**src/rtl/trmd_pkg.sv**
```systemverilog
`timescale 1ns / 1ps

package trmd_pkg;

  // Key words with an instance of their own; paired layout writes the first two.
  localparam int KEY_INSTANCES  = 2;
  localparam bit CHECK_AT_RESET = 1'b1;

  localparam logic [7:0] NO_MESSAGE_ID = 8'hff;
  localparam int         STATUS_RESET_BIT = 7;
  localparam int         APB_ADDR_W = 5;

  localparam logic [2:0] KIND_IGNORED  = 3'd0;
  localparam logic [2:0] KIND_COMMAND  = 3'd1;
  localparam logic [2:0] KIND_TOUCH    = 3'd2;
  localparam logic [2:0] KIND_KEYS     = 3'd3;
  localparam logic [2:0] KIND_SELFTEST = 3'd4;

  localparam logic [1:0] PHASE_NORMAL    = 2'd0;
  localparam logic [1:0] PHASE_PENDING   = 2'd1;
  localparam logic [1:0] PHASE_SUCCEEDED = 2'd2;
  localparam logic [1:0] PHASE_FAILED    = 2'd3;

  localparam logic [1:0] LAYOUT_PAIRED       = 2'd1;
  localparam logic [1:0] LAYOUT_PER_INSTANCE = 2'd2;

  typedef enum logic [2:0] {
    REG_COMMAND_ID    = 3'd0,
    REG_LEGACY_RANGE  = 3'd1,
    REG_NEW_RANGE     = 3'd2,
    REG_KEY_RANGE     = 3'd3,
    REG_SELFTEST_ID   = 3'd4,
    REG_SHIFT_MODE    = 3'd5,
    REG_KEY_LAYOUT    = 3'd6,
    REG_EXP_CHECKSUM  = 3'd7
  } reg_index_t;

  typedef struct packed {
    logic [7:0]  command_id;
    logic [15:0] legacy_touch_id_range;
    logic [15:0] new_touch_id_range;
    logic [15:0] key_id_range;
    logic [7:0]  selftest_id;
    logic [1:0]  coord_shift_mode;
    logic [1:0]  key_layout;
    logic [23:0] expected_checksum;
  } cfg_t;

  typedef struct packed {
    logic [1:0]  phase;
    logic [15:0] key_word_first;
    logic [15:0] key_word_second;
  } decode_state_t;

  typedef struct packed {
    logic [7:0] msg_id;
    logic [7:0] byte_one;
    logic [7:0] byte_two;
    logic [7:0] byte_three;
    logic [7:0] byte_four;
    logic [7:0] byte_five;
    logic [7:0] byte_six;
    logic [7:0] byte_seven;
  } message_t;

  typedef struct packed {
    logic [2:0]  kind;
    logic [7:0]  touch_id;
    logic [7:0]  touch_status;
    logic [15:0] x_position;
    logic [15:0] y_position;
    logic [15:0] key_word_first;
    logic [15:0] key_word_second;
    logic [7:0]  device_status;
    logic [23:0] device_checksum;
    logic [1:0]  update_phase;
    logic [55:0] selftest_info;
  } report_t;

  function automatic logic id_in_range(input logic [7:0] id, input logic [15:0] range);
    return (id >= range[7:0]) && (id <= range[15:8]);
  endfunction

endpackage

```
**src/rtl/trmd_decode.sv**
```systemverilog
`timescale 1ns / 1ps

module trmd_decode import trmd_pkg::*; #(
  parameter int N_KEY_INSTANCES = KEY_INSTANCES,
  parameter bit CHECK_RESET     = CHECK_AT_RESET
) (
  input  message_t      msg,
  input  cfg_t          cfg,
  input  decode_state_t state,
  output decode_state_t state_next,
  output report_t       result
);

  logic [23:0] checksum;
  logic        checksum_ok;
  logic [1:0]  phase_upd;
  logic [11:0] legacy_x;
  logic [11:0] legacy_y;
  logic [7:0]  key_instance;

  assign checksum    = {msg.byte_four, msg.byte_three, msg.byte_two};
  assign checksum_ok = (checksum == cfg.expected_checksum);
  assign legacy_x    = {msg.byte_two, msg.byte_four[7:4]};
  assign legacy_y    = {msg.byte_three, msg.byte_four[3:0]};
  assign key_instance = msg.msg_id - cfg.key_id_range[7:0];

  always_comb begin
    phase_upd = state.phase;
    if (state.phase == PHASE_PENDING) begin
      phase_upd = checksum_ok ? PHASE_SUCCEEDED : PHASE_FAILED;
    end
    // device came out of reset with a stale configuration
    if (CHECK_RESET && msg.byte_one[STATUS_RESET_BIT] && !checksum_ok) begin
      phase_upd = PHASE_PENDING;
    end
  end

  always_comb begin
    state_next = state;
    result     = '0;
    if (msg.msg_id == NO_MESSAGE_ID) begin
      result = '0;
    end else if (msg.msg_id == cfg.command_id) begin
      state_next.phase       = phase_upd;
      result.kind            = KIND_COMMAND;
      result.device_status   = msg.byte_one;
      result.device_checksum = checksum;
      result.update_phase    = phase_upd;
    end else if (id_in_range(msg.msg_id, cfg.legacy_touch_id_range)) begin
      result.kind         = KIND_TOUCH;
      result.touch_id     = msg.msg_id - cfg.legacy_touch_id_range[7:0];
      result.touch_status = msg.byte_one;
      result.x_position   = cfg.coord_shift_mode[0] ? {6'd0, legacy_x[11:2]}
                                                    : {4'd0, legacy_x};
      result.y_position   = cfg.coord_shift_mode[1] ? {6'd0, legacy_y[11:2]}
                                                    : {4'd0, legacy_y};
    end else if (id_in_range(msg.msg_id, cfg.new_touch_id_range)) begin
      result.kind         = KIND_TOUCH;
      result.touch_id     = msg.msg_id - cfg.new_touch_id_range[7:0] - 8'd2;
      result.touch_status = msg.byte_one;
      result.x_position   = {msg.byte_three, msg.byte_two};
      result.y_position   = {msg.byte_five, msg.byte_four};
    end else if (msg.msg_id == cfg.selftest_id) begin
      result.kind          = KIND_SELFTEST;
      result.selftest_info = {msg.byte_seven, msg.byte_six, msg.byte_five, msg.byte_four,
                              msg.byte_three, msg.byte_two, msg.byte_one};
    end else if (id_in_range(msg.msg_id, cfg.key_id_range)) begin
      if (cfg.key_layout == LAYOUT_PAIRED) begin
        state_next.key_word_first  = {msg.byte_three, msg.byte_two};
        state_next.key_word_second = {msg.byte_five, msg.byte_four};
      end else if (cfg.key_layout == LAYOUT_PER_INSTANCE) begin
        // instances above one hold words that are never reported
        if (key_instance == 8'd0) begin
          state_next.key_word_first = {msg.byte_three, msg.byte_two};
        end else if (key_instance == 8'd1 && N_KEY_INSTANCES > 1) begin
          state_next.key_word_second = {msg.byte_four, msg.byte_three};
        end
      end
      result.kind            = KIND_KEYS;
      result.key_word_first  = state_next.key_word_first;
      result.key_word_second = state_next.key_word_second;
    end
  end

endmodule

```
**src/rtl/touch_report_message_decoder.sv**
```systemverilog
`timescale 1ns / 1ps

// Touch report message decoder.
// Input channel: in_valid / in_stall / in_data carry one report message (id plus
// seven bytes) per transaction. Output channel: out_valid / out_stall / out_data
// carry exactly one decoded report per message, in order; id 255 yields an
// all-zero report of kind ignored.
// Pipeline: a message is captured in the input register, decoded, and written into
// the result register, from which the receiver takes it; a stall holds it there.
// Throughput is one message per cycle while the receiver does not stall, set by the
// single decode stage between the input and result registers.
// Phase and key-word state update when a message moves into the result register.
// When the receiver stalls, the result holds; the input register still takes one
// more message, then in_stall rises until the result is taken.
// Reset (rst, synchronous) empties both stages, clears the update phase to normal,
// zeroes the key words and all configuration registers. The user must write configuration
// through the APB port only while the block is idle (unchecked); pready is always high.
module touch_report_message_decoder import trmd_pkg::*; #(
  parameter int N_KEY_INSTANCES = KEY_INSTANCES,
  parameter bit CHECK_RESET     = CHECK_AT_RESET
) (
  input  logic                  clk,
  input  logic                  rst,
  input  logic                  in_valid,
  output logic                  in_stall,
  input  message_t              in_data,
  output logic                  out_valid,
  input  logic                  out_stall,
  output report_t               out_data,
  input  logic                  psel,
  input  logic                  penable,
  input  logic                  pwrite,
  input  logic [APB_ADDR_W-1:0] paddr,
  input  logic [31:0]           pwdata,
  output logic [31:0]           prdata,
  output logic                  pready
);

  cfg_t          cfg;
  decode_state_t state;
  decode_state_t state_next;
  report_t       result;
  message_t      msg;
  logic          msg_valid;
  logic          advance;
  logic          load;
  logic          cfg_write;
  reg_index_t    reg_index;

  assign pready    = 1'b1;
  assign reg_index = reg_index_t'(paddr[APB_ADDR_W-1:2]);
  assign cfg_write = psel && penable && pwrite && pready;

  always_ff @(posedge clk) begin
    if (rst) begin
      cfg <= '0;
    end else if (cfg_write) begin
      unique case (reg_index)
        REG_COMMAND_ID:   cfg.command_id            <= pwdata[7:0];
        REG_LEGACY_RANGE: cfg.legacy_touch_id_range <= pwdata[15:0];
        REG_NEW_RANGE:    cfg.new_touch_id_range    <= pwdata[15:0];
        REG_KEY_RANGE:    cfg.key_id_range          <= pwdata[15:0];
        REG_SELFTEST_ID:  cfg.selftest_id           <= pwdata[7:0];
        REG_SHIFT_MODE:   cfg.coord_shift_mode      <= pwdata[1:0];
        REG_KEY_LAYOUT:   cfg.key_layout            <= pwdata[1:0];
        REG_EXP_CHECKSUM: cfg.expected_checksum     <= pwdata[23:0];
        default:          cfg <= cfg;
      endcase
    end
  end

  always_comb begin
    unique case (reg_index)
      REG_COMMAND_ID:   prdata = {24'd0, cfg.command_id};
      REG_LEGACY_RANGE: prdata = {16'd0, cfg.legacy_touch_id_range};
      REG_NEW_RANGE:    prdata = {16'd0, cfg.new_touch_id_range};
      REG_KEY_RANGE:    prdata = {16'd0, cfg.key_id_range};
      REG_SELFTEST_ID:  prdata = {24'd0, cfg.selftest_id};
      REG_SHIFT_MODE:   prdata = {30'd0, cfg.coord_shift_mode};
      REG_KEY_LAYOUT:   prdata = {30'd0, cfg.key_layout};
      REG_EXP_CHECKSUM: prdata = {8'd0, cfg.expected_checksum};
      default:          prdata = '0;
    endcase
  end

  // advance the input register whenever the result register is free or being taken
  assign advance  = msg_valid && !(out_valid && out_stall);
  assign in_stall = msg_valid && out_valid && out_stall;
  assign load     = in_valid && !in_stall;

  always_ff @(posedge clk) begin
    if (rst) begin
      msg_valid <= 1'b0;
    end else if (load) begin
      msg_valid <= 1'b1;
    end else if (advance) begin
      msg_valid <= 1'b0;
    end
  end

  always_ff @(posedge clk) begin
    if (load) begin
      msg <= in_data;
    end
  end

  trmd_decode #(
    .N_KEY_INSTANCES (N_KEY_INSTANCES),
    .CHECK_RESET     (CHECK_RESET)
  ) u_decode (
    .msg        (msg),
    .cfg        (cfg),
    .state      (state),
    .state_next (state_next),
    .result     (result)
  );

  always_ff @(posedge clk) begin
    if (rst) begin
      state <= '{phase: PHASE_NORMAL, key_word_first: 16'd0, key_word_second: 16'd0};
    end else if (advance) begin
      state <= state_next;
    end
  end

  always_ff @(posedge clk) begin
    if (rst) begin
      out_valid <= 1'b0;
    end else if (advance) begin
      out_valid <= 1'b1;
    end else if (!out_stall) begin
      out_valid <= 1'b0;
    end
  end

  always_ff @(posedge clk) begin
    if (advance) begin
      out_data <= result;
    end
  end

  a_phase_only_on_command: assert property (@(posedge clk) disable iff (rst)
    out_valid && out_data.kind != KIND_COMMAND |-> out_data.update_phase == PHASE_NORMAL)
    else $error("update phase reported outside a command status transaction");

  a_keys_hold: assert property (@(posedge clk) disable iff (rst)
    !(advance && result.kind == KIND_KEYS) |=>
      $stable(state.key_word_first) && $stable(state.key_word_second))
    else $error("key words changed without a key transaction");

  a_phase_hold: assert property (@(posedge clk) disable iff (rst)
    !(advance && result.kind == KIND_COMMAND) |=> $stable(state.phase))
    else $error("update phase changed without a command status transaction");

  a_stall_needs_item: assert property (@(posedge clk) disable iff (rst)
    in_stall |-> msg_valid && out_valid)
    else $error("input stalled with a free stage");

  a_reset_phase: assert property (@(posedge clk)
    $past(rst) |-> state.phase == PHASE_NORMAL && !out_valid && !msg_valid)
    else $error("reset left state behind");

endmodule
```
**config.mk**
```make
export PLATFORM = sky130hd
export DESIGN_NAME = touch_report_message_decoder
export DESIGN_NICKNAME = d
export VERILOG_FILES = /design/src/rtl/trmd_pkg.sv /design/src/rtl/trmd_decode.sv /design/src/rtl/touch_report_message_decoder.sv
export SDC_FILE = /design/constraint.sdc
export NUM_CORES = 1
export LEC_CHECK = 0
export BUFFER_PORTS_ARGS = -buffer_cell sky130_fd_sc_hd__buf_4
export CAP_MARGIN = 20
export CORE_ASPECT_RATIO = 2
export CORE_UTILIZATION = 51
export DETAILED_ROUTE_END_ITERATION = 6
export GPL_ROUTABILITY_DRIVEN = 0
export PLACE_DENSITY = 0.84
export SETUP_SLACK_MARGIN = 0.05
export SLEW_MARGIN = 15
export SYNTH_ARGS = -nofsm -noshare
export SYNTH_HDL_FRONTEND = slang
export SYNTH_HIERARCHICAL = 1
export SYNTH_SLANG_ARGS = --single-unit
```
**constraint.sdc**
```tcl
create_clock -name clk -period 6.59 [get_ports clk]
set_input_delay 0.9885 -clock clk [delete_from_list [all_inputs] [get_ports clk]]
set_output_delay 0.9885 -clock clk [all_outputs]
set_load 0.005 [all_outputs]
```
# Word-level counts from Yosys, hierarchy flattened
# Cells that the tools add are included.
op_classes:
  n_addsub: 4
  magnitude_cmp: 6
  eq_ne: 16
  n_mux: 21
  bitwise_logic: 6
  n_reduce_logical: 32
ops:
  columns: ["op", "count"]
  rows:
  - ["$pmux W32 S8", 1]
  - ["$mux W32", 2]
  - ["$mux W50", 1]
  - ["$mux W16", 3]
  - ["$mux W48", 1]
  - ["$eq A24 B24 Y1", 1]
  - ["$ge A8 B8 Y1", 3]
  - ["$le A8 B8 Y1", 3]
  - ["$mux W12", 2]
  - ["$sub A8 B8 Y8", 3]
  - ["$eq A8 B8 Y1", 2]
  - ["$reduce_and A2 Y1", 8]
  - ["$eq A3 B3 Y1 const B", 4]
  - ["$logic_and A1 B1 Y1", 11]
  - ["$eq A8 B1 Y1 const B", 1]
  - ["$eq A8 B8 Y1 const B", 1]
  - ["$logic_not A8 Y1", 1]
  - ["$mux W2", 4]
  - ["$sub A8 B2 Y8 const B", 1]
  - ["$reduce_and A7 Y1", 1]
  - ["$eq A3 B2 Y1 const B", 2]
  - ["$mux W1", 6]
  - ["$not A1 Y1", 6]
  - ["$reduce_or A6 Y1", 1]
  - ["other kinds (12)", 16]
word_totals:
  register_bits: 365
  input_bits: 108

# Longest topological paths before layout
depth:
  word_depth: 7
  depth_mapped: 15
  depth_no_buf: 13

# Modules after synthesis
# Netlist, hierarchy kept.
by_module_without_submodules:
  columns: ["mod", "instances", "cells_each", "area_each_um2"]
  rows:
  - ["touch_report_message_decoder", 1, 928, 12449.4]
  - ["trmd_decode", 1, 826, 5407.7]

# Least setup slack after synthesis
# OpenSTA, ideal clock, no wires.
synth_timing:
  path_kind: "input -> register"
  startpoint: "in out_stall"
  endpoint: "reg out_data[0] (netlist name) (enable)"
  setup_ns: 0.605
  arrival_ns: 6.187
  required_ns: 5.985
  path_slack_ns: -0.201
  stages: 4
  n_path_buf: 1
  path_cell_list: "nand2_1 > nand2_1 > clkinv_1 > clkbuf_1"
synth_between:
  elab_chain_cells: 3
synth_lines:
  columns: ["item", "line", "text"]
  rows:
  - ["from (decl)", "touch_report_message_decoder.sv:28", "input logic out_stall,"]
  - ["$logic_and A1 B1 Y1", "touch_report_message_decoder.sv:87", "assign advance = msg_valid && !(out_valid && out_stall);"]
  - ["$logic_not A1 Y1", "touch_report_message_decoder.sv:87", null]
  - ["$logic_and A1 B1 Y1", "touch_report_message_decoder.sv:87", null]
  - ["via advance", "touch_report_message_decoder.sv:45", "logic advance;"]
  - ["to (signal assigned)", "touch_report_message_decoder.sv:138", "out_data <= result;"]
  - ["to (decl)", "touch_report_message_decoder.sv:29", "output report_t out_data,"]
# The timed path passes the listed nets, and every way through them passes these cells.
# A chain may end at the register's enable or synchronous reset.

# Worst setup path after layout
layout_timing:
  startpoint: "reg, netlist name msg[57]"
  endpoint: "reg out_data[94] (netlist name), data pin"
layout_between:
  elab_chain_cells: 6
  elab_cells_between_ends: 21
  cone_classes: "add/sub (1); order compare (6); eq/ne (4); mux (4); bitwise (1); reduce/logical (5)"
layout_lines:
  columns: ["item", "line", "text"]
  rows:
  - ["$sub A8 B8 Y8", "trmd_decode.sv:25", "assign key_instance = msg.msg_id - cfg.key_id_range[7:0];"]
  - ["$eq A8 B1 Y1", "trmd_decode.sv:75", "end else if (key_instance == 8'd1 && N_KEY_INSTANCES > 1) begin"]
  - ["$mux W16", "trmd_decode.sv:75", null]
  - ["$mux W16", "trmd_decode.sv:73", "if (key_instance == 8'd0) begin"]
  - ["$mux W32", "trmd_decode.sv:71", "end else if (cfg.key_layout == LAYOUT_PER_INSTANCE) begin"]
  - ["$mux W32", "trmd_decode.sv:68", "if (cfg.key_layout == LAYOUT_PAIRED) begin"]
# Several ways; a longest one is shown, not always the timed one.

==> metrics.txt <==
Final Cycle Share 75.8%; PD cells 239 nW/µm²; Initial Util 52.0%; final instance area 21,400 µm²; row cnt 96; final setup vio count 0; Root Buffer clkbuf_16; synthesized area per cell 10.2 µm²; Critical R2R Launch msg[57]; CP Class reg -> reg; library cells used by synthesis 74; failing checks DRC; Crit Path Max Fanout 20; VDD IR max 175 µV; Top Layer Used met4; Seq/Total Area, Yosys 54.2%; post-place instance area 20,300 µm²; DIE WIDTH 134 µm; TritonCTS clock tree yes; fin nets 2,150; Worst-Skew Late Latency 0.58 ns; Area growth, synth to finish 19.9%; Routed met3 length 4320 µm; number of synthesized flops with an enable pin 237; Fill cells 2,670; setup TNS 0 ns; RSZ-0062 raised after global routing false; clk slew on worst S/H paths 0.08 ns; Mapped Area 17,900 µm²; wire per inst 22.3 µm; Worst R2R Setup Slack 1.59 ns; 1st-pass router iterations 7; TritonCTS Buffers 31; Max-cap violations 0; DRT antenna net count 0; Final Slew Violations 0; Resized cells post-CTS 0; die height 267 µm; Sink Count 365; Vias/cell 6.07; Yosys reg bits 365; most common cell after layout, fill and taps aside buf_4; All-Layer GR Usage 29.9%; first-pass GRT wire length 80,700 µm; Met2 Wirelength 28,700 µm; Synth Warn # 6; Finished Core Util 62.3%; DR vias 14,851; largest net degree at the start of global routing 141; Async S/R FF share, synth 0%; hold path endpoint state[11]; hold slack 0.473 ns; Post CTS Setup Buffer Count 0; Core Region 34,400 µm²; type of the worst min-delay path reg -> reg; GRT Residual Overflow 0; # hold bufs at CTS 0; PortBufs 296; critical path data arrival time 5.24 ns; final WL 54,500 µm; Hold Vio Cnt, Final 0; pin slew with the least headroom to its limit 1.01 ns; fmax 0.200 GHz; die area 35,800 µm²; crit end category flip-flop; status finished with violations; IO Count 316; min Tclk post-route 5.00 ns; DR iter-0 viols 1,531; relative slew slack 32.1%; Worst Setup Start Kind flip-flop; Detail Placement HPWL 37,800 µm; initial antenna violation count 2; layout cells sized above 1 21.9%; Hold Path Cell Cnt 2; number of global-route vias before repair 14,429; Leakage 7.93 nW; most frequent cells in the layout buf_4 (319), nand2_1 (245), edfxtp_1 (237), a21oi_1 (188), dfxtp_1 (128); Synth Instances 1,754; H-tree levels 1; CTS Buffer Depth 3; Hold Startpoint state[11]; dpl ws 2.13 ns; drt drc 5; fin worst setup slack 1.59 ns; clk_skew 0.0223 ns; worst r2r dst out_data[94]; R2R depth 9; Critical Path RT 6.83 ns; DRT met1 WL 16,900 µm; predominant post-synthesis flop cell edfxtp_1
[routing by layer]
metal  vias to the layer above  GRT usage [%]
met5                         -              0
met4                         0           23.5
met3                       300           5.24
met2                       964           54.8
met1                      6987           29.1
li1                       6600              -
[logic make-up after synthesis]
family	after synthesis	synth area share, %
AND/OR/NAND/NOR	651	17.8
XOR/XNOR	51	2.50
adder cells (fa/ha/maj)	64	4.61
other	2	0.0421
flip-flops	365	54.2
AO/OA/AOI/OAI	343	11.4
buffers and inverters	208	5.06
multiplexers	70	4.39
[power by group]
group          switching (mW)  total [mW]  internal (mW)
registers              0.0706        2.60           2.53
clock network           0.850        2.02           1.17
logic                   0.293       0.496          0.203
[worst max-delay path by stage]
stage | end | depth (start not counted) | startpoint | slack [ns]
floorplan | msg[0] | 2 | out_stall | 2.04
global placement | state[21] | 11 | msg[57] | 2.22
detailed placement | out_data[94] | 9 | msg[57] | 2.13
CTS | state[20] | 11 | msg[57] | 2.08
global route | out_data[94] | 9 | msg[57] | 1.53
finish | out_data[94] | 9 | msg[57] | 1.59
[registers in the layout (all words and copies together), names as in the netlist]
register / cells
cfg: 92
msg: 64
msg_valid: 1
out_data: 173
out_valid: 1
state: 34
[cell usage after synthesis (all sizes together) (3+ instances only)]
library cell    n  share of area, %
a21o            7              0.29
nand3          21              0.59
mux2           37               2.5
or2             8              0.28
nor4           38               1.3
o21ai          61               1.7
a221oi          7              0.38
a22oi          18              0.76
nor3           36               1.0
nor2          110               2.4
nor3b           3              0.13
inv            71               1.5
ha             61               4.3
nand4          35               1.3
or3             3              0.11
a222oi          3              0.17
xnor2          30               1.5
a22o            5              0.25
o211ai          6              0.33
and2          109               3.8
fa              3              0.34
and3           10              0.35
clkbuf         89               1.9
nand2b         14              0.50
a211o           3              0.15
buf            47               1.7
dfxtp         128                14
a21oi         189               5.3
xor2           21               1.0
nand3b          4              0.17
a211oi         22              0.92
nand2         245               5.1
mux2i          33               1.8
edfxtp        237                40
nor2b           9              0.32
o21a            5              0.21
[final cells by class]
| class | count | area (µm²) | area share [%] |
|---|---|---|---|
| sequential | 365 | 9680 | 45.2 |
| multi-input combinational | 1188 | 7360 | 34.4 |
| timing repair buffer | 320 | 2410 | 11.3 |
| clock buffer | 40 | 872 | 4.07 |
| tap | 441 | 552 | 2.58 |
| inverter | 72 | 278 | 1.30 |
| clock inverter | 17 | 244 | 1.14 |
| antenna | 2 | 5.00 | 0.0234 |
[per-stage QoR]
stage	total power [mW]	std cells
finish	5.11	2445
global route	5.24	2444
CTS	5.11	2442
detailed placement	3.12	2385
global placement	3.10	2384
floorplan	2.88	1761
[worst max-delay path: stages, from the launching register on]
cell and delay [ns]:
edfxtp_1 0.77, inv_1 0.25, fa_1 0.48, nand2b_1 0.23, a21boi_2 0.27, a31o_1 0.20
o32a_1 0.69, and4_1 0.74, nor3_1 0.15, nor4_1 0.89
Note: power is estimated with default switching activity, not from simulation.
